===== config.mk =====
export PLATFORM = sky130hd
export DESIGN_NAME = ramp_hold_cool_setpoint_top_flat
export DESIGN_NICKNAME = d
export VERILOG_FILES = /design/src/rhcs_pkg.sv /design/src/rhcs_if.sv /design/src/rhcs_ctrl.sv /design/src/rhcs_dp.sv /design/src/ramp_hold_cool_setpoint_top.sv /design/src/flat_wrapper.sv
export SDC_FILE = /design/constraint.sdc
export NUM_CORES = 1
export LEC_CHECK = 0
export BUFFER_PORTS_ARGS = -buffer_cell sky130_fd_sc_hd__clkbuf_2
export CORE_UTILIZATION = 40
export DETAILED_ROUTE_END_ITERATION = 7
export SETUP_SLACK_MARGIN = 0.5
export SLEW_MARGIN = 20
export SYNTH_ARGS = -nofsm -noshare
export SYNTH_HDL_FRONTEND = slang
export SYNTH_SLANG_ARGS = --single-unit

===== constraint.sdc =====
create_clock -name clk -period 12.95 [get_ports clk]
set_input_delay 1.295 -clock clk [delete_from_list [all_inputs] [get_ports clk]]
set_output_delay 1.295 -clock clk [all_outputs]
set_load 0.02 [all_outputs]

===== src/rhcs_pkg.sv =====
`timescale 1ns / 1ps
// ----------------------------------------------------------------------------
// rhcs_pkg
// Shared types and constants for the ramp/hold/cool setpoint generator.
// ----------------------------------------------------------------------------
package rhcs_pkg;

  localparam int CYC_W     = 18;
  localparam int DUR_W     = 16;
  localparam int TEMP_W    = 13;
  localparam int PH_W      = 2;
  localparam int PROD_W    = DUR_W + TEMP_W;
  localparam int DIV_CNT_W = 4;
  localparam int ADDR_W    = 5;
  localparam int DATA_W    = 32;

  localparam logic [DUR_W-1:0]  RAMP_RST = 16'd60;
  localparam logic [DUR_W-1:0]  HOLD_RST = 16'd10;
  localparam logic [DUR_W-1:0]  COOL_RST = 16'd60;
  localparam logic [TEMP_W-1:0] LOW_RST  = 13'd0;
  localparam logic [TEMP_W-1:0] HIGH_RST = 13'd800;
  localparam logic [TEMP_W-1:0] SP_MAX   = 13'd8191;

  typedef enum logic [2:0] {
    REG_RAMP,
    REG_HOLD,
    REG_COOL,
    REG_LOW,
    REG_HIGH
  } reg_idx_t;

  typedef enum logic [PH_W-1:0] {
    PH_RAMP,
    PH_HOLD,
    PH_COOL
  } phase_t;

  typedef enum logic [2:0] {
    ST_IDLE,
    ST_CLASS,
    ST_MUL,
    ST_DIV,
    ST_DONE
  } state_t;

  typedef struct packed {
    logic adv;
    logic classify;
    logic mul;
    logic div_step;
    logic load;
  } dp_cmd_t;

  typedef struct packed {
    logic div_last;
    logic out_busy;
  } dp_sts_t;

  typedef struct packed {
    logic [DUR_W-1:0]  ramp;
    logic [DUR_W-1:0]  hold;
    logic [DUR_W-1:0]  cool;
    logic [TEMP_W-1:0] low;
    logic [TEMP_W-1:0] high;
  } cfg_t;

endpackage


===== src/rhcs_if.sv =====
`timescale 1ns / 1ps
// ----------------------------------------------------------------------------
// rhcs_if
// Valid/ready channels for tick requests and setpoint results.
// ----------------------------------------------------------------------------
interface rhcs_in_if;
  logic valid;
  logic ready;
  logic tick;

  modport source (output valid, output tick, input ready);
  modport sink (input valid, input tick, output ready);
endinterface

interface rhcs_out_if;
  logic        valid;
  logic        ready;
  logic [12:0] setpoint;
  logic [1:0]  phase;

  modport source (output valid, output setpoint, output phase, input ready);
  modport sink (input valid, input setpoint, input phase, output ready);
endinterface


===== src/rhcs_ctrl.sv =====
`timescale 1ns / 1ps
// ----------------------------------------------------------------------------
// rhcs_ctrl
// Sequencer: advance, classify, multiply, divide, then load the result.
// ----------------------------------------------------------------------------
module rhcs_ctrl
  import rhcs_pkg::*;
(
  input  logic    clk,
  input  logic    rst_n,
  input  logic    in_valid,
  output logic    in_ready,
  input  dp_sts_t sts,
  output dp_cmd_t cmd
);

  state_t state_r;
  state_t state_nxt;

  always_ff @(posedge clk) begin
    if (!rst_n) begin
      state_r <= ST_IDLE;
    end else begin
      state_r <= state_nxt;
    end
  end

  always_comb begin
    state_nxt = state_r;
    cmd       = '0;
    in_ready  = 1'b0;
    case (state_r)
      ST_IDLE: begin
        in_ready = 1'b1;
        if (in_valid) begin
          cmd.adv   = 1'b1;
          state_nxt = ST_CLASS;
        end
      end
      ST_CLASS: begin
        cmd.classify = 1'b1;
        state_nxt    = ST_MUL;
      end
      ST_MUL: begin
        cmd.mul   = 1'b1;
        state_nxt = ST_DIV;
      end
      ST_DIV: begin
        cmd.div_step = 1'b1;
        if (sts.div_last) begin
          state_nxt = ST_DONE;
        end
      end
      ST_DONE: begin
        if (!sts.out_busy) begin
          cmd.load  = 1'b1;
          state_nxt = ST_IDLE;
        end
      end
      default: begin
        state_nxt = ST_IDLE;
      end
    endcase
  end

endmodule


===== src/rhcs_dp.sv =====
`timescale 1ns / 1ps
// ----------------------------------------------------------------------------
// rhcs_dp
// Cycle position, phase decode, offset multiply, serial divide, output reg.
// ----------------------------------------------------------------------------
module rhcs_dp
  import rhcs_pkg::*;
(
  input  logic              clk,
  input  logic              rst_n,
  input  dp_cmd_t           cmd,
  output dp_sts_t           sts,
  input  cfg_t              cfg,
  input  logic              in_tick,
  input  logic              out_ready,
  output logic              out_valid,
  output logic [TEMP_W-1:0] out_setpoint,
  output logic [PH_W-1:0]   out_phase
);

  logic [CYC_W-1:0]     cycle_r;
  phase_t               phase_r;
  logic                 zero_r;
  logic [DUR_W-1:0]     t_r;
  logic [DUR_W-1:0]     len_r;
  logic [TEMP_W-1:0]    d_r;
  logic [DUR_W-1:0]     rem_r;
  logic [TEMP_W-1:0]    quo_r;
  logic [DIV_CNT_W-1:0] cnt_r;
  logic [TEMP_W-1:0]    setpoint_r;
  logic [PH_W-1:0]      out_phase_r;
  logic                 out_valid_r;

  logic [CYC_W-1:0]  total;
  logic [CYC_W-1:0]  rh_sum;
  logic [CYC_W-1:0]  cyc_base;
  logic [CYC_W-1:0]  cyc_inc;
  logic [CYC_W-1:0]  cyc_adv;
  logic [CYC_W-1:0]  cool_pos;
  logic [TEMP_W-1:0] d_abs;
  logic [PROD_W-1:0] prod;
  logic [DUR_W:0]    shifted;
  logic [DUR_W+1:0]  trial;
  logic [TEMP_W:0]   ramp_sum;
  logic [TEMP_W-1:0] sp_val;

  assign total    = {2'b00, cfg.ramp} + {2'b00, cfg.hold} + {2'b00, cfg.cool};
  assign rh_sum   = {2'b00, cfg.ramp} + {2'b00, cfg.hold};
  assign cyc_base = (cycle_r >= total) ? '0 : cycle_r;
  assign cyc_inc  = cyc_base + CYC_W'(in_tick);
  assign cyc_adv  = (cyc_inc >= total) ? '0 : cyc_inc;
  assign cool_pos = cycle_r - rh_sum;
  assign d_abs    = (cfg.high >= cfg.low) ? (cfg.high - cfg.low) : (cfg.low - cfg.high);

  assign prod     = PROD_W'(t_r) * PROD_W'(d_r);
  assign shifted  = {rem_r, quo_r[TEMP_W-1]};
  assign trial    = {1'b0, shifted} - {2'b00, len_r};
  assign ramp_sum = {1'b0, cfg.low} + {1'b0, quo_r};

  always_comb begin
    if (zero_r) begin
      sp_val = cfg.low;
    end else begin
      case (phase_r)
        PH_RAMP: sp_val = ramp_sum[TEMP_W] ? SP_MAX : ramp_sum[TEMP_W-1:0];
        PH_HOLD: sp_val = cfg.high;
        PH_COOL: sp_val = (quo_r >= cfg.high) ? '0 : (cfg.high - quo_r);
        default: sp_val = cfg.high;
      endcase
    end
  end

  always_ff @(posedge clk) begin
    if (!rst_n) begin
      cycle_r     <= '0;
      cnt_r       <= '0;
      out_valid_r <= 1'b0;
    end else begin
      if (cmd.adv) begin
        cycle_r <= cyc_adv;
      end
      if (cmd.mul) begin
        cnt_r <= '0;
      end else if (cmd.div_step) begin
        cnt_r <= cnt_r + DIV_CNT_W'(1);
      end
      if (cmd.load) begin
        out_valid_r <= 1'b1;
      end else if (out_ready) begin
        out_valid_r <= 1'b0;
      end
    end
  end

  always_ff @(posedge clk) begin
    if (cmd.classify) begin
      d_r <= d_abs;
      if (total == '0) begin
        zero_r  <= 1'b1;
        phase_r <= PH_RAMP;
        t_r     <= '0;
        len_r   <= cfg.ramp;
      end else if (cycle_r < {2'b00, cfg.ramp}) begin
        zero_r  <= 1'b0;
        phase_r <= PH_RAMP;
        t_r     <= cycle_r[DUR_W-1:0];
        len_r   <= cfg.ramp;
      end else if (cycle_r < rh_sum) begin
        zero_r  <= 1'b0;
        phase_r <= PH_HOLD;
        t_r     <= '0;
        len_r   <= cfg.hold;
      end else begin
        zero_r  <= 1'b0;
        phase_r <= PH_COOL;
        t_r     <= cool_pos[DUR_W-1:0];
        len_r   <= cfg.cool;
      end
    end
    // t < len, so the upper product bits are already below the divisor
    if (cmd.mul) begin
      rem_r <= prod[PROD_W-1:TEMP_W];
      quo_r <= prod[TEMP_W-1:0];
    end else if (cmd.div_step) begin
      rem_r <= trial[DUR_W+1] ? shifted[DUR_W-1:0] : trial[DUR_W-1:0];
      quo_r <= {quo_r[TEMP_W-2:0], ~trial[DUR_W+1]};
    end
    if (cmd.load) begin
      setpoint_r  <= sp_val;
      out_phase_r <= phase_r;
    end
  end

  assign sts.div_last  = (cnt_r == DIV_CNT_W'(TEMP_W - 1));
  assign sts.out_busy  = out_valid_r && !out_ready;
  assign out_valid     = out_valid_r;
  assign out_setpoint  = setpoint_r;
  assign out_phase     = out_phase_r;

endmodule


===== src/ramp_hold_cool_setpoint_top.sv =====
`timescale 1ns / 1ps
// ----------------------------------------------------------------------------
// ramp_hold_cool_setpoint_top
// Ramp/hold/cool temperature setpoint generator with APB register port.
// ----------------------------------------------------------------------------
// Each request on in_ch (tick = 1 advances one second, tick = 0 recomputes)
// yields one result on out_ch: the setpoint in 1/16 degree units and the
// phase (0 ramp, 1 hold, 2 cool). A request goes through the classify,
// multiply and divide states to a loaded result; a new request is taken
// the cycle after the load. The restoring divider forms one quotient bit per
// cycle. The result register lets the next request start while
// a result waits; a result that is still unread when the next one is ready
// holds the sequencer. Registers at 4*i: ramp, hold, cool seconds, low and
// high temperature; write them only while no request is in flight.
// ----------------------------------------------------------------------------
module ramp_hold_cool_setpoint_top
  import rhcs_pkg::*;
(
  input  logic              clk,
  input  logic              rst_n,
  rhcs_in_if.sink           in_ch,
  rhcs_out_if.source        out_ch,
  input  logic              psel,
  input  logic              penable,
  input  logic              pwrite,
  input  logic [ADDR_W-1:0] paddr,
  input  logic [DATA_W-1:0] pwdata,
  output logic [DATA_W-1:0] prdata,
  output logic              pready
);

  cfg_t     cfg_r;
  dp_cmd_t  dp_cmd;
  dp_sts_t  dp_sts;
  reg_idx_t reg_idx;
  logic     wr_en;
  logic     ctrl_ready;

  assign reg_idx = reg_idx_t'(paddr[4:2]);
  assign wr_en   = psel && penable && pwrite;
  assign pready  = 1'b1;

  always_ff @(posedge clk) begin
    if (!rst_n) begin
      cfg_r.ramp <= RAMP_RST;
      cfg_r.hold <= HOLD_RST;
      cfg_r.cool <= COOL_RST;
      cfg_r.low  <= LOW_RST;
      cfg_r.high <= HIGH_RST;
    end else if (wr_en) begin
      case (reg_idx)
        REG_RAMP: cfg_r.ramp <= pwdata[DUR_W-1:0];
        REG_HOLD: cfg_r.hold <= pwdata[DUR_W-1:0];
        REG_COOL: cfg_r.cool <= pwdata[DUR_W-1:0];
        REG_LOW:  cfg_r.low  <= pwdata[TEMP_W-1:0];
        REG_HIGH: cfg_r.high <= pwdata[TEMP_W-1:0];
        default: ;
      endcase
    end
  end

  always_comb begin
    case (reg_idx)
      REG_RAMP: prdata = DATA_W'(cfg_r.ramp);
      REG_HOLD: prdata = DATA_W'(cfg_r.hold);
      REG_COOL: prdata = DATA_W'(cfg_r.cool);
      REG_LOW:  prdata = DATA_W'(cfg_r.low);
      REG_HIGH: prdata = DATA_W'(cfg_r.high);
      default:  prdata = '0;
    endcase
  end

  rhcs_ctrl u_ctrl (
    .clk      (clk),
    .rst_n    (rst_n),
    .in_valid (in_ch.valid),
    .in_ready (ctrl_ready),
    .sts      (dp_sts),
    .cmd      (dp_cmd)
  );

  assign in_ch.ready = ctrl_ready;

  rhcs_dp u_dp (
    .clk          (clk),
    .rst_n        (rst_n),
    .cmd          (dp_cmd),
    .sts          (dp_sts),
    .cfg          (cfg_r),
    .in_tick      (in_ch.tick),
    .out_ready    (out_ch.ready),
    .out_valid    (out_ch.valid),
    .out_setpoint (out_ch.setpoint),
    .out_phase    (out_ch.phase)
  );

  a_busy_after_accept: assert property (@(posedge clk) disable iff (!rst_n)
    in_ch.valid && in_ch.ready |=> !in_ch.ready)
    else $error("request accepted while previous one in progress");

  a_load_when_free: assert property (@(posedge clk) disable iff (!rst_n)
    dp_cmd.load |-> !dp_sts.out_busy)
    else $error("result loaded over an unread result");

  a_valid_from_load: assert property (@(posedge clk) disable iff (!rst_n)
    $rose(out_ch.valid) |-> $past(dp_cmd.load))
    else $error("result valid without a load");

endmodule

===== src/flat_wrapper.sv =====
// flat-port wrapper written by rule: the top's interface ports become plain ports
module ramp_hold_cool_setpoint_top_flat import rhcs_pkg::*;
  (clk, rst_n, psel, penable, pwrite, paddr, pwdata, prdata, pready, in_ch_valid, in_ch_tick, in_ch_ready, out_ch_valid, out_ch_setpoint, out_ch_phase, out_ch_ready);
  rhcs_in_if in_ch_i ();
  rhcs_out_if out_ch_i ();
  input  logic clk;
  input  logic rst_n;
  input  logic psel;
  input  logic penable;
  input  logic pwrite;
  input  logic [ADDR_W-1:0] paddr;
  input  logic [DATA_W-1:0] pwdata;
  output logic [DATA_W-1:0] prdata;
  output logic pready;
  input wire logic [$bits(in_ch_i.valid)-1:0] in_ch_valid;
  input wire logic [$bits(in_ch_i.tick)-1:0] in_ch_tick;
  output wire logic [$bits(in_ch_i.ready)-1:0] in_ch_ready;
  output wire logic [$bits(out_ch_i.valid)-1:0] out_ch_valid;
  output wire logic [$bits(out_ch_i.setpoint)-1:0] out_ch_setpoint;
  output wire logic [$bits(out_ch_i.phase)-1:0] out_ch_phase;
  input wire logic [$bits(out_ch_i.ready)-1:0] out_ch_ready;
  assign in_ch_i.valid = in_ch_valid;
  assign in_ch_i.tick = in_ch_tick;
  assign in_ch_ready = in_ch_i.ready;
  assign out_ch_valid = out_ch_i.valid;
  assign out_ch_setpoint = out_ch_i.setpoint;
  assign out_ch_phase = out_ch_i.phase;
  assign out_ch_i.ready = out_ch_ready;
  ramp_hold_cool_setpoint_top u_core (.clk(clk), .rst_n(rst_n), .in_ch(in_ch_i), .out_ch(out_ch_i), .psel(psel), .penable(penable), .pwrite(pwrite), .paddr(paddr), .pwdata(pwdata), .prdata(prdata), .pready(pready));
endmodule

* Word-level counts from Yosys, hierarchy flattened
Cells that the tools add are included.
** Cells by class
- $add $sub $neg :: 10
- Multiply operators :: 1
- Magnitude comparators :: 6
- Equality and inequality tests :: 13
- Mux-type cells :: 34
- Bitwise logic cells :: 2
- Reduce and logical (&&, ||, !) cells :: 18
** Operators by type and width (number)
- $mux 16 :: 8
- $pmux 16 s5 :: 1
- $mux 13 :: 6
- $sub 13x13->13 :: 3
- $ge 18x18->1 :: 2
- $mux 18 :: 2
- $mul 16x13->29 :: 1
- $ge 13x13->1 :: 2
- $pmux 13 s2 :: 1
- $add 17x16->18 :: 1
- $add 18x1->18 :: 1
- $logic_not 18->1 :: 1
- $lt 18x16->1 :: 1
- $lt 18x17->1 :: 1
- $sub 17x16->18 :: 1
- $add 16x16->17 :: 1
- $sub 16x16->16 :: 1
- $pmux 3 s5 :: 1
- $add 13x13->14 :: 1
- $eq 3x2->1 const B :: 4
- $mux 1 :: 11
- $reduce_and 2->1 :: 5
- $mux 3 :: 3
- $eq 3x1->1 const B :: 2
- other kinds (15) :: 23
** Word-level totals
- Flip-flop bits (word level) :: 192
- Input bits :: 45
- Output and inout port bits :: 50
- Word-level logic and storage cells :: 102

* Longest topological paths before layout
Gate-level depths: netlist of the first run.
- Depth in word-level cells :: 7
- Mapped depth :: 49
- Mapped depth without buffers :: 46

* Hierarchy
A second synthesis of the first run with hierarchy kept.
** Second synthesis, totals
- Cell total of the unflattened synthesis :: 2482
- Area total of the unflattened synthesis :: 21923.5 um2
** By module, submodules not included
- rhcs_dp :: instances 1, cells an instance 2089, area each 18179.9 um2, seq. area each 3223.1 um2
- ramp_hold_cool_setpoint_top :: instances 1, cells an instance 371, area each 3534.6 um2, seq. area each 1481.4 um2
- rhcs_ctrl :: instances 1, cells an instance 22, area each 209.0 um2, seq. area each 60.1 um2

* Worst setup path before layout of the first run
Ideal clock, no wire load.
- Path type :: register -> register
- Start point :: register u_core.cfg_r[43] (netlist bit)
- End point :: register u_core.u_dp.cycle_r[0]
- Library setup time :: 0.136 ns
- Arrival time :: 8.926 ns
- Required time :: 12.814 ns
- Slack :: 3.889 ns
- Stages on the path, launching flop included :: 47
- Path buffers :: 3
- Clock period less this slack :: 9.061 ns
- Cells stage by stage :: dfxtp_1 > ha_1 > a21o_1 > a21oi_1 > o21bai_1 > a21oi_1 > o21bai_1 > a21oi_1 > o21ai_0 > a2111oi_0 > nor3_1 > mux2i_1 > or3_1 > ha_1 > a21o_1 > a31oi_1 > xor2_1 > ha_1 > (+11 left out) > ha_1 > nand3_1 > nor4_1 > nand3_1 > xor2_1 > nor2_1 > ha_1 > nand3_1 > nor2_1 > o31a_1 > o211a_1 > o22ai_1 > a211o_1 > and2_1 > o211a_1 > nor2_4 > buf_6 > o22ai_1
** On the way
- Cells in the longest elaborated chain, start to end :: 7
** RTL lines
- start: declaration :: line ramp_hold_cool_setpoint_top.sv:32 : cfg_t cfg_r;
- $add 16x16->17 (*) :: line rhcs_dp.sv:47 : assign total = {2'b00, cfg.ramp} + {2'b00, cfg.hold} + {2'b00, cfg.cool};
- $add 17x16->18 (*) :: line rhcs_dp.sv:47
- $ge 18x18->1 :: line rhcs_dp.sv:49 : assign cyc_base = (cycle_r >= total) ? '0 : cycle_r;
- $mux 18 :: line rhcs_dp.sv:49
- $add 18x1->18 :: line rhcs_dp.sv:50 : assign cyc_inc = cyc_base + CYC_W'(in_tick);
- $ge 18x18->1 :: line rhcs_dp.sv:51 : assign cyc_adv = (cyc_inc >= total) ? '0 : cyc_inc;
- $mux 18 (*) :: line rhcs_dp.sv:51
- end signal: assignment :: line rhcs_dp.sv:80 : cycle_r <= cyc_adv;
- end: declaration :: line rhcs_dp.sv:21 : logic [CYC_W-1:0] cycle_r;
Every way passes the cells marked *; elsewhere a longest branch is shown, timed or not.
A chain may end at the register's enable or synchronous reset.

* Worst setup path after layout of the first run
Same ends and word-level chain as after synthesis.

==> results of run 1 <==
[critical path: cells and delay by family (launching register included)]
kind            cells  cell delay [ns]
compound gates     23             4.89
simple gates       13             2.74
fa+ha+maj           6             1.65
xor+xnor            2             0.52
flops               1             0.34
buf+inv             1             0.23
[flip-flops by register name (all words and copies together), names as in the netlist, 3 cells and up]
register	flops
u_core.u_dp.cycle_r	18
u_core.u_dp.quo_r	13
u_core.u_dp.t_r	16
u_core.cfg_r	74
u_core.u_ctrl.state_r	3
u_core.u_dp.cnt_r	4
u_core.u_dp.len_r	16
u_core.u_dp.rem_r	16
u_core.u_dp.out_setpoint	13
u_core.u_dp.d_r	13
[cell type report]
class	count	area, um2	area share (%)
repair buffers	73	400	1.74
flip-flops and latches	192	4760	20.6
clock inverters	14	188	0.813
clock buffers	17	425	1.84
inverters	289	1080	4.70
diodes	1	2.50	0.0108
well taps	688	861	3.73
multi-input cells	1918	15300	66.5
[metrics by stage]
stage	instance area (um2)	cells	power [W]	util, %	setup WS, ns
final	23100	3192	0.00335	43.6	2.37
after global routing	23100	3191	0.00368	43.6	1.47
after CTS	23100	3191	0.00337	43.6	2.51
after detailed placement	22500	3160	0.00279	42.4	2.53
after global placement	22400	3160	0.00276	42.4	2.67
after floorplan	21700	2518	0.00231	-	3.89
[worst paths after layout]
check / endpoint / slack (ns)
setup / recovery: u_core.u_dp.cycle_r[0]$_SDFFE_PN0P_ / 2.37
hold / removal: u_core.cfg_r[59]$_SDFFE_PN0P_ / 0.51
setup reg to reg: u_core.u_dp.cycle_r[0]$_SDFFE_PN0P_ / 2.37
hold reg to reg: u_core.cfg_r[59]$_SDFFE_PN0P_ / 0.51
[power by group through the flow]
stage	Clock [W]	Combinational (W)	Sequential (W)
floorplan	0	0.00158	0.000724
global placement	0	0.00199	0.000765
detailed placement	0	0.00203	0.000765
CTS	0.000569	0.00205	0.000753
global route	0.000590	0.00233	0.000758
finish	0.000561	0.00204	0.000753
[Yosys cell counts, types with 20 or more instances]
library cell | count | area share (%)
inv_1 | 289 | 5.0
xnor2_1 | 59 | 2.4
a21boi_0 | 57 | 2.0
nand3_1 | 36 | 0.83
nand2_1 | 350 | 6.1
nor2b_1 | 38 | 1.1
and2_1 | 83 | 2.4
a21oi_1 | 115 | 2.7
fa_1 | 162 | 15
ha_1 | 241 | 14
edfxtp_1 | 92 | 13
nand2b_1 | 28 | 0.81
nor3_1 | 33 | 0.76
mux2i_1 | 86 | 4.0
xor2_1 | 54 | 2.2
clkbuf_1 | 92 | 1.6
a21o_1 | 44 | 1.5
a22oi_1 | 25 | 0.87
dfxtp_1 | 100 | 9.2
o21ai_0 | 85 | 2.0
o21a_1 | 20 | 0.69
nor2_1 | 141 | 2.4
[layout by cell type, fill, tap and decap left out, drive strengths merged, types with 20 or more instances in the layout]
cell | Yosys | layout
nand2 | 350 | 350
inv | 289 | 302
ha | 241 | 241
fa | 162 | 162
nor2 | 143 | 143
a21oi | 116 | 116
dfxtp | 100 | 100
edfxtp | 92 | 92
o21ai | 87 | 87
mux2i | 86 | 86
and2 | 83 | 83
clkbuf | 92 | 76
xnor2 | 59 | 59
a21boi | 57 | 57
xor2 | 54 | 54
a21o | 44 | 44
nor2b | 38 | 38
nand3 | 36 | 36
nor3 | 33 | 33
nand2b | 28 | 28
a22oi | 25 | 25
o21a | 20 | 20
[kinds of logic (layout without fill, tap and decap cells)]
family,after synthesis,count (layout),share of synthesized area (%)
other,2,18,0.0347
XOR/XNOR,113,113,4.57
AO/OA/AOI/OAI,514,514,16.1
adder cells (fa/ha/maj),403,403,28.9
buffers and inverters,408,393,7.48
AND/OR/NAND/NOR,783,783,16.9
flip-flops,192,192,22.0
multiplexers,88,88,4.08
[layer usage]
layer / share of wire [%] / up-vias
li1: - / 8450
met2: 47 / 452
met4: 3.3 / 0
met3: 4.8 / 93
met5: 0 / -
met1: 45 / 8565
==> metrics.txt, run 1 <==
CTS Root Cell clkbuf_16; Setup CP Type reg2reg; first-pass GRT wire length about 95,000 um; Gate power share 60.8%; Clock transition at path regs roughly 0.080 ns; YS warnings 0; post-synthesis sequential area ratio 22.0%; port buffer count ~60; Worst Setup End Kind flop; Clock power frac between 10% and 20%; CTS Hold Buffers Added 0; Seq cells post-synth around 190; asr flop ratio synth 0%; MaxCap Viol Count 0; Worst Tran Pin Value 0.993 ns; CP Launch Point u_core.cfg_r[43]$_SDFFE_PN1P_; sw power between 0.0015 and 0.002 W; Slew headroom between 30 and 40%; TritonCTS clock tree done; Top cell by count, worst path a21oi_1; status finished, final reports clean; mapped cell area approximately 22,000 um2; syn_area_per_cell around 8.6 um2; Area Growth Syn to Fin 6.58%; H-tree levels 4; final-report max-slew violation count 0; VDD IR max approximately 0.16 mV; Setup Buffers After CTS 0; Post-synth EDFFs 92; largest net degree at the start of global routing between 80 and 90; reg2reg path depth 45; Leak approximately 10 nW; vias per inst approximately 5.5; Final Cycle Share approximately four fifths; total wire length around 59,000 um; Fillers 5,238; Reg power frac between 20% and 30%; post_cts resized 0; GPL Wtd Cong 0.908; drt pass-1 iters 5; grt met2 use between 30% and 40%; worst hold path type reg2reg; ys flop type dfxtp_1; Die X approximately 230 um; Vias about 18,000; GR Util All Layers between 20% and 30%; Tmin final 10.58 ns; internal power around 0.0018 W; Yosys cell types 79; Worst Path Required between 10 and 15 ns; initial antenna violation count 1; WP data arrival ~11 ns; met1 usage between 20% and 30%; fmax about 0.094 GHz; Fin. Hold Viols 0; detailed router's first-iteration violation count 1,250; Core Rows 84; deepest clock path buffer count 2; most crowded layer after global routing met2; Setup violations, final 0; vias in the first global route 17,700; Worst setup SP type flop; I/O pin total 95; grt total ovfl 0; worst hold path depth 2; RSZ-0062 raised after global routing no; Max FO, Critical Path 32; Crit path largest cell delay ~0.77 ns; chip height ~230 um; Residual DRC 0; Synth Instances around 2,500; CTS buffer count 17; layout cell share with drive strength beyond 1 around 5.3%; setup TNS 0 ns; Worst Min Path Start u_core.cfg_r[59]$_SDFFE_PN0P_; worst-skew pair later-pin latency approximately 0.48 ns; Clock Skew approximately 0.025 ns; Routed Antenna Nets 0; die area 55,100 um2; clk sink count 192; worst flop-to-flop path startpoint u_core.cfg_r[43]$_SDFFE_PN1P_; switching part of the total between 40 and 50%; core area ~53,000 um2; final hold slack a little over 0.5 ns; met3 Usage GRT between 2 and 2.5%; P per Cell Area between 100 and 150 nW/um2; Initial Utilization 40.9%; Slowest cell on crit path nor4_1; layout net count between 2,000 and 3,000; wire per inst approximately 18 um; post-DP HPWL between 40,000 and 50,000 um
No activity file was read; power rests on OpenSTA's default activity.
==> run 2, diff against run 1 <==
Clock period 12.95 ns to 10.6 ns, I/O delays scaled along.
==> run 2 against run 1 <==
Net effect:
- sequential power up 22%
- die area did not move
- core utilization grew 0.19 points
- largest power group unchanged
==> metrics.txt, run 2 (synthesized netlist as in run 1, its figures left out) <==
status finished, final reports clean; GPL Wtd Cong 0.900 (-0.88%); core area 53,000 um2 (unchanged); grt total ovfl 0 (unchanged); P per Cell Area 178 nW/um2 (+23%); met1 WL 26,500 um (+0.42%); Setup CP Type reg2reg; CTS Hold Buffers Added 0 (unchanged); Ant. Diodes 0 (-1); reg2reg path depth 44 (-2.2%); drt pass-1 iters 6 (+1); deepest clock path buffer count 2 (unchanged); vias in the first global route 17,700 (-0.062%); Fillers 5,226 (-0.23%); met3 wire len 2900 um (+2.5%); final core occ 43.8% (+0.19 points); worst-skew pair later-pin latency 0.48 ns (about the same); Fin. Hold Viols 0 (unchanged); Setup violations, final 0 (unchanged); most frequent cells in the layout nand2_1 (350), inv_1 (289), ha_1 (241); I/O pin total 95 (unchanged); Initial Utilization 40.9% (unchanged); Top cell by count, worst path ha_1; Core Rows 84 (unchanged); first-pass GRT wire length 95,500 um (+0.21%); Worst Setup End Kind flop; layout cell share with drive strength beyond 1 5.83% (+0.51 points); Largest register FFs 74 (unchanged); WP data arrival 9.90 ns (-1.00 ns); wire per inst 18.5 um (+0.85%); Worst setup SP type flop; critical path depth 44 (-2.2%); MaxCap Viol Count 0 (unchanged); TritonCTS clock tree done; Multi-input gate area 15,400 um2 (+0.36%); worst flop-to-flop path startpoint u_core.cfg_r[59]$_SDFFE_PN0P_; Worst Min Path Start u_core.u_dp.cnt_r[1]$_SDFFE_PP0P_; vias per inst 5.56 (+1.1%); Worst Path Required 10.97 ns (-2.30 ns); VDD IR max 0.180 mV (+16%); detailed router's first-iteration violation count 1,107 (-11%); clk sink count 192 (unchanged); CTS buffer count 17 (unchanged); total wire length 59,100 um (+0.91%); Crit path largest cell delay 0.51 ns (-0.26 ns); delay-heaviest family, CP compound AO/OA/AOI/OAI gates; Tmin final 9.54 ns (-1.05 ns); layout net count 2,941 (+0.068%); commonest non-fill, non-tap cell in the layout nand2_1; final-report max-slew violation count 0 (unchanged); worst hold path depth 2 (unchanged); Vias 17,800 (+1.2%); GR Util All Layers 21.7% (+0.12 points); initial antenna violation count 0 (-1); H-tree levels 4 (unchanged); Slowest cell on crit path a2111oi_2; post-DP HPWL 46,600 um (+0.15%); setup TNS 0 ns (unchanged); worst hold path type reg2reg; largest net degree at the start of global routing 84 (unchanged); WHS Endpoint u_core.u_dp.cnt_r[1]$_SDFFE_PP0P_; port buffer count 59 (unchanged); Largest regs u_core.cfg_r: 74 flops, u_core.u_dp.cycle_r: 18 flops; chip height 235 um (unchanged); reg2reg setup slack 1.06 ns (-1.30 ns); Routed Antenna Nets 0 (unchanged); Slew headroom 34.8% (+1.1 points); die area 55,100 um2 (unchanged); r2r endpoint u_core.u_dp.cycle_r[7]$_SDFFE_PN0P_; Die X 235 um (unchanged); DR WL met2 27,800 um (+1.2%); Residual DRC 0 (unchanged); CTS Root Cell clkbuf_16; fmax 0.105 GHz (+11%); Clock Skew 0.0251 ns (+0.000169 ns); worst path bufs/invs 3 (+2); Worst Tran Pin Value 0.976 ns (-0.0170 ns); Max FO, Critical Path 31 (-3.1%); Area Growth Syn to Fin 7.06%; Clock transition at path regs 0.09 ns (about the same); RSZ-0062 raised after global routing no; Largest Register u_core.cfg_r; Leak 10.5 nW (+0.31%); uppermost routed layer met4; Final Cycle Share 90.0% (+8.3 points); Reg area 4760 um2 (unchanged)
[run 2: how the worst max path moves through the flow]
stage | to | slack (ns) | from
after floorplan | u_core.u_dp.cycle_r[0]$_SDFFE_PN0P_ | 1.54 | u_core.cfg_r[43]$_SDFFE_PN1P_
after global placement | u_core.u_dp.cycle_r[0]$_SDFFE_PN0P_ | 0.93 | u_core.cfg_r[43]$_SDFFE_PN1P_
after detailed placement | u_core.u_dp.cycle_r[0]$_SDFFE_PN0P_ | 0.80 | u_core.cfg_r[59]$_SDFFE_PN0P_
after CTS | u_core.u_dp.cycle_r[0]$_SDFFE_PN0P_ | 0.75 | u_core.cfg_r[59]$_SDFFE_PN0P_
after global routing | u_core.u_dp.cycle_r[7]$_SDFFE_PN0P_ | 0.40 | u_core.cfg_r[59]$_SDFFE_PN0P_
final | u_core.u_dp.cycle_r[7]$_SDFFE_PN0P_ | 1.06 | u_core.cfg_r[59]$_SDFFE_PN0P_
[run 2: area by class of cell]
cell class / count / area share, %
clock buffer: 17 / 1.84
tap: 688 / 3.71
sequential: 192 / 20.6
inverter: 289 / 4.68
clock inverter: 15 / 0.907
timing repair buffer: 75 / 1.85
multi-input combinational: 1918 / 66.5
[run 2: tightest hold or removal path: stages, from the launching register on]
cell      delay, ns
dfxtp_1        0.34
nand2_1        0.06
a21boi_0       0.06
[run 2: report_power, final]
part | leakage [nW] | total, W | switching (W) | internal, W
Sequential | 1.66 | 0.000920 | 0.0000739 | 0.000846
Combinational | 8.51 | 0.00250 | 0.00145 | 0.00105
Clock | 0.307 | 0.000705 | 0.000373 | 0.000332
[run 2: what timing repair did]
item | CTS | global route
endpoints found under the setup margin | 0 | 18
buffers inserted | 0 | 1
gates resized for setup | 0 | 11
[run 2: through the flow]
step                power, W  hold WS, ns  instance area [um2]  instances  setup WS, ns
global route         0.00452        0.534                23200       3194         0.402
CTS                  0.00414        0.514                23100       3193         0.746
floorplan            0.00282        0.424                21700       2518          1.54
detailed placement   0.00342        0.503                22500       3161         0.799
global placement     0.00337        0.493                22500       3161         0.927
finish               0.00413        0.507                23200       3194          1.06
[run 2: layer usage]
layer | track usage (%) | vias to the layer above
li1 | - | 8466
met5 | 0 | -
met4 | 8.15 | 0
met1 | 29.5 | 8692
met3 | 1.93 | 100
met2 | 35.8 | 504
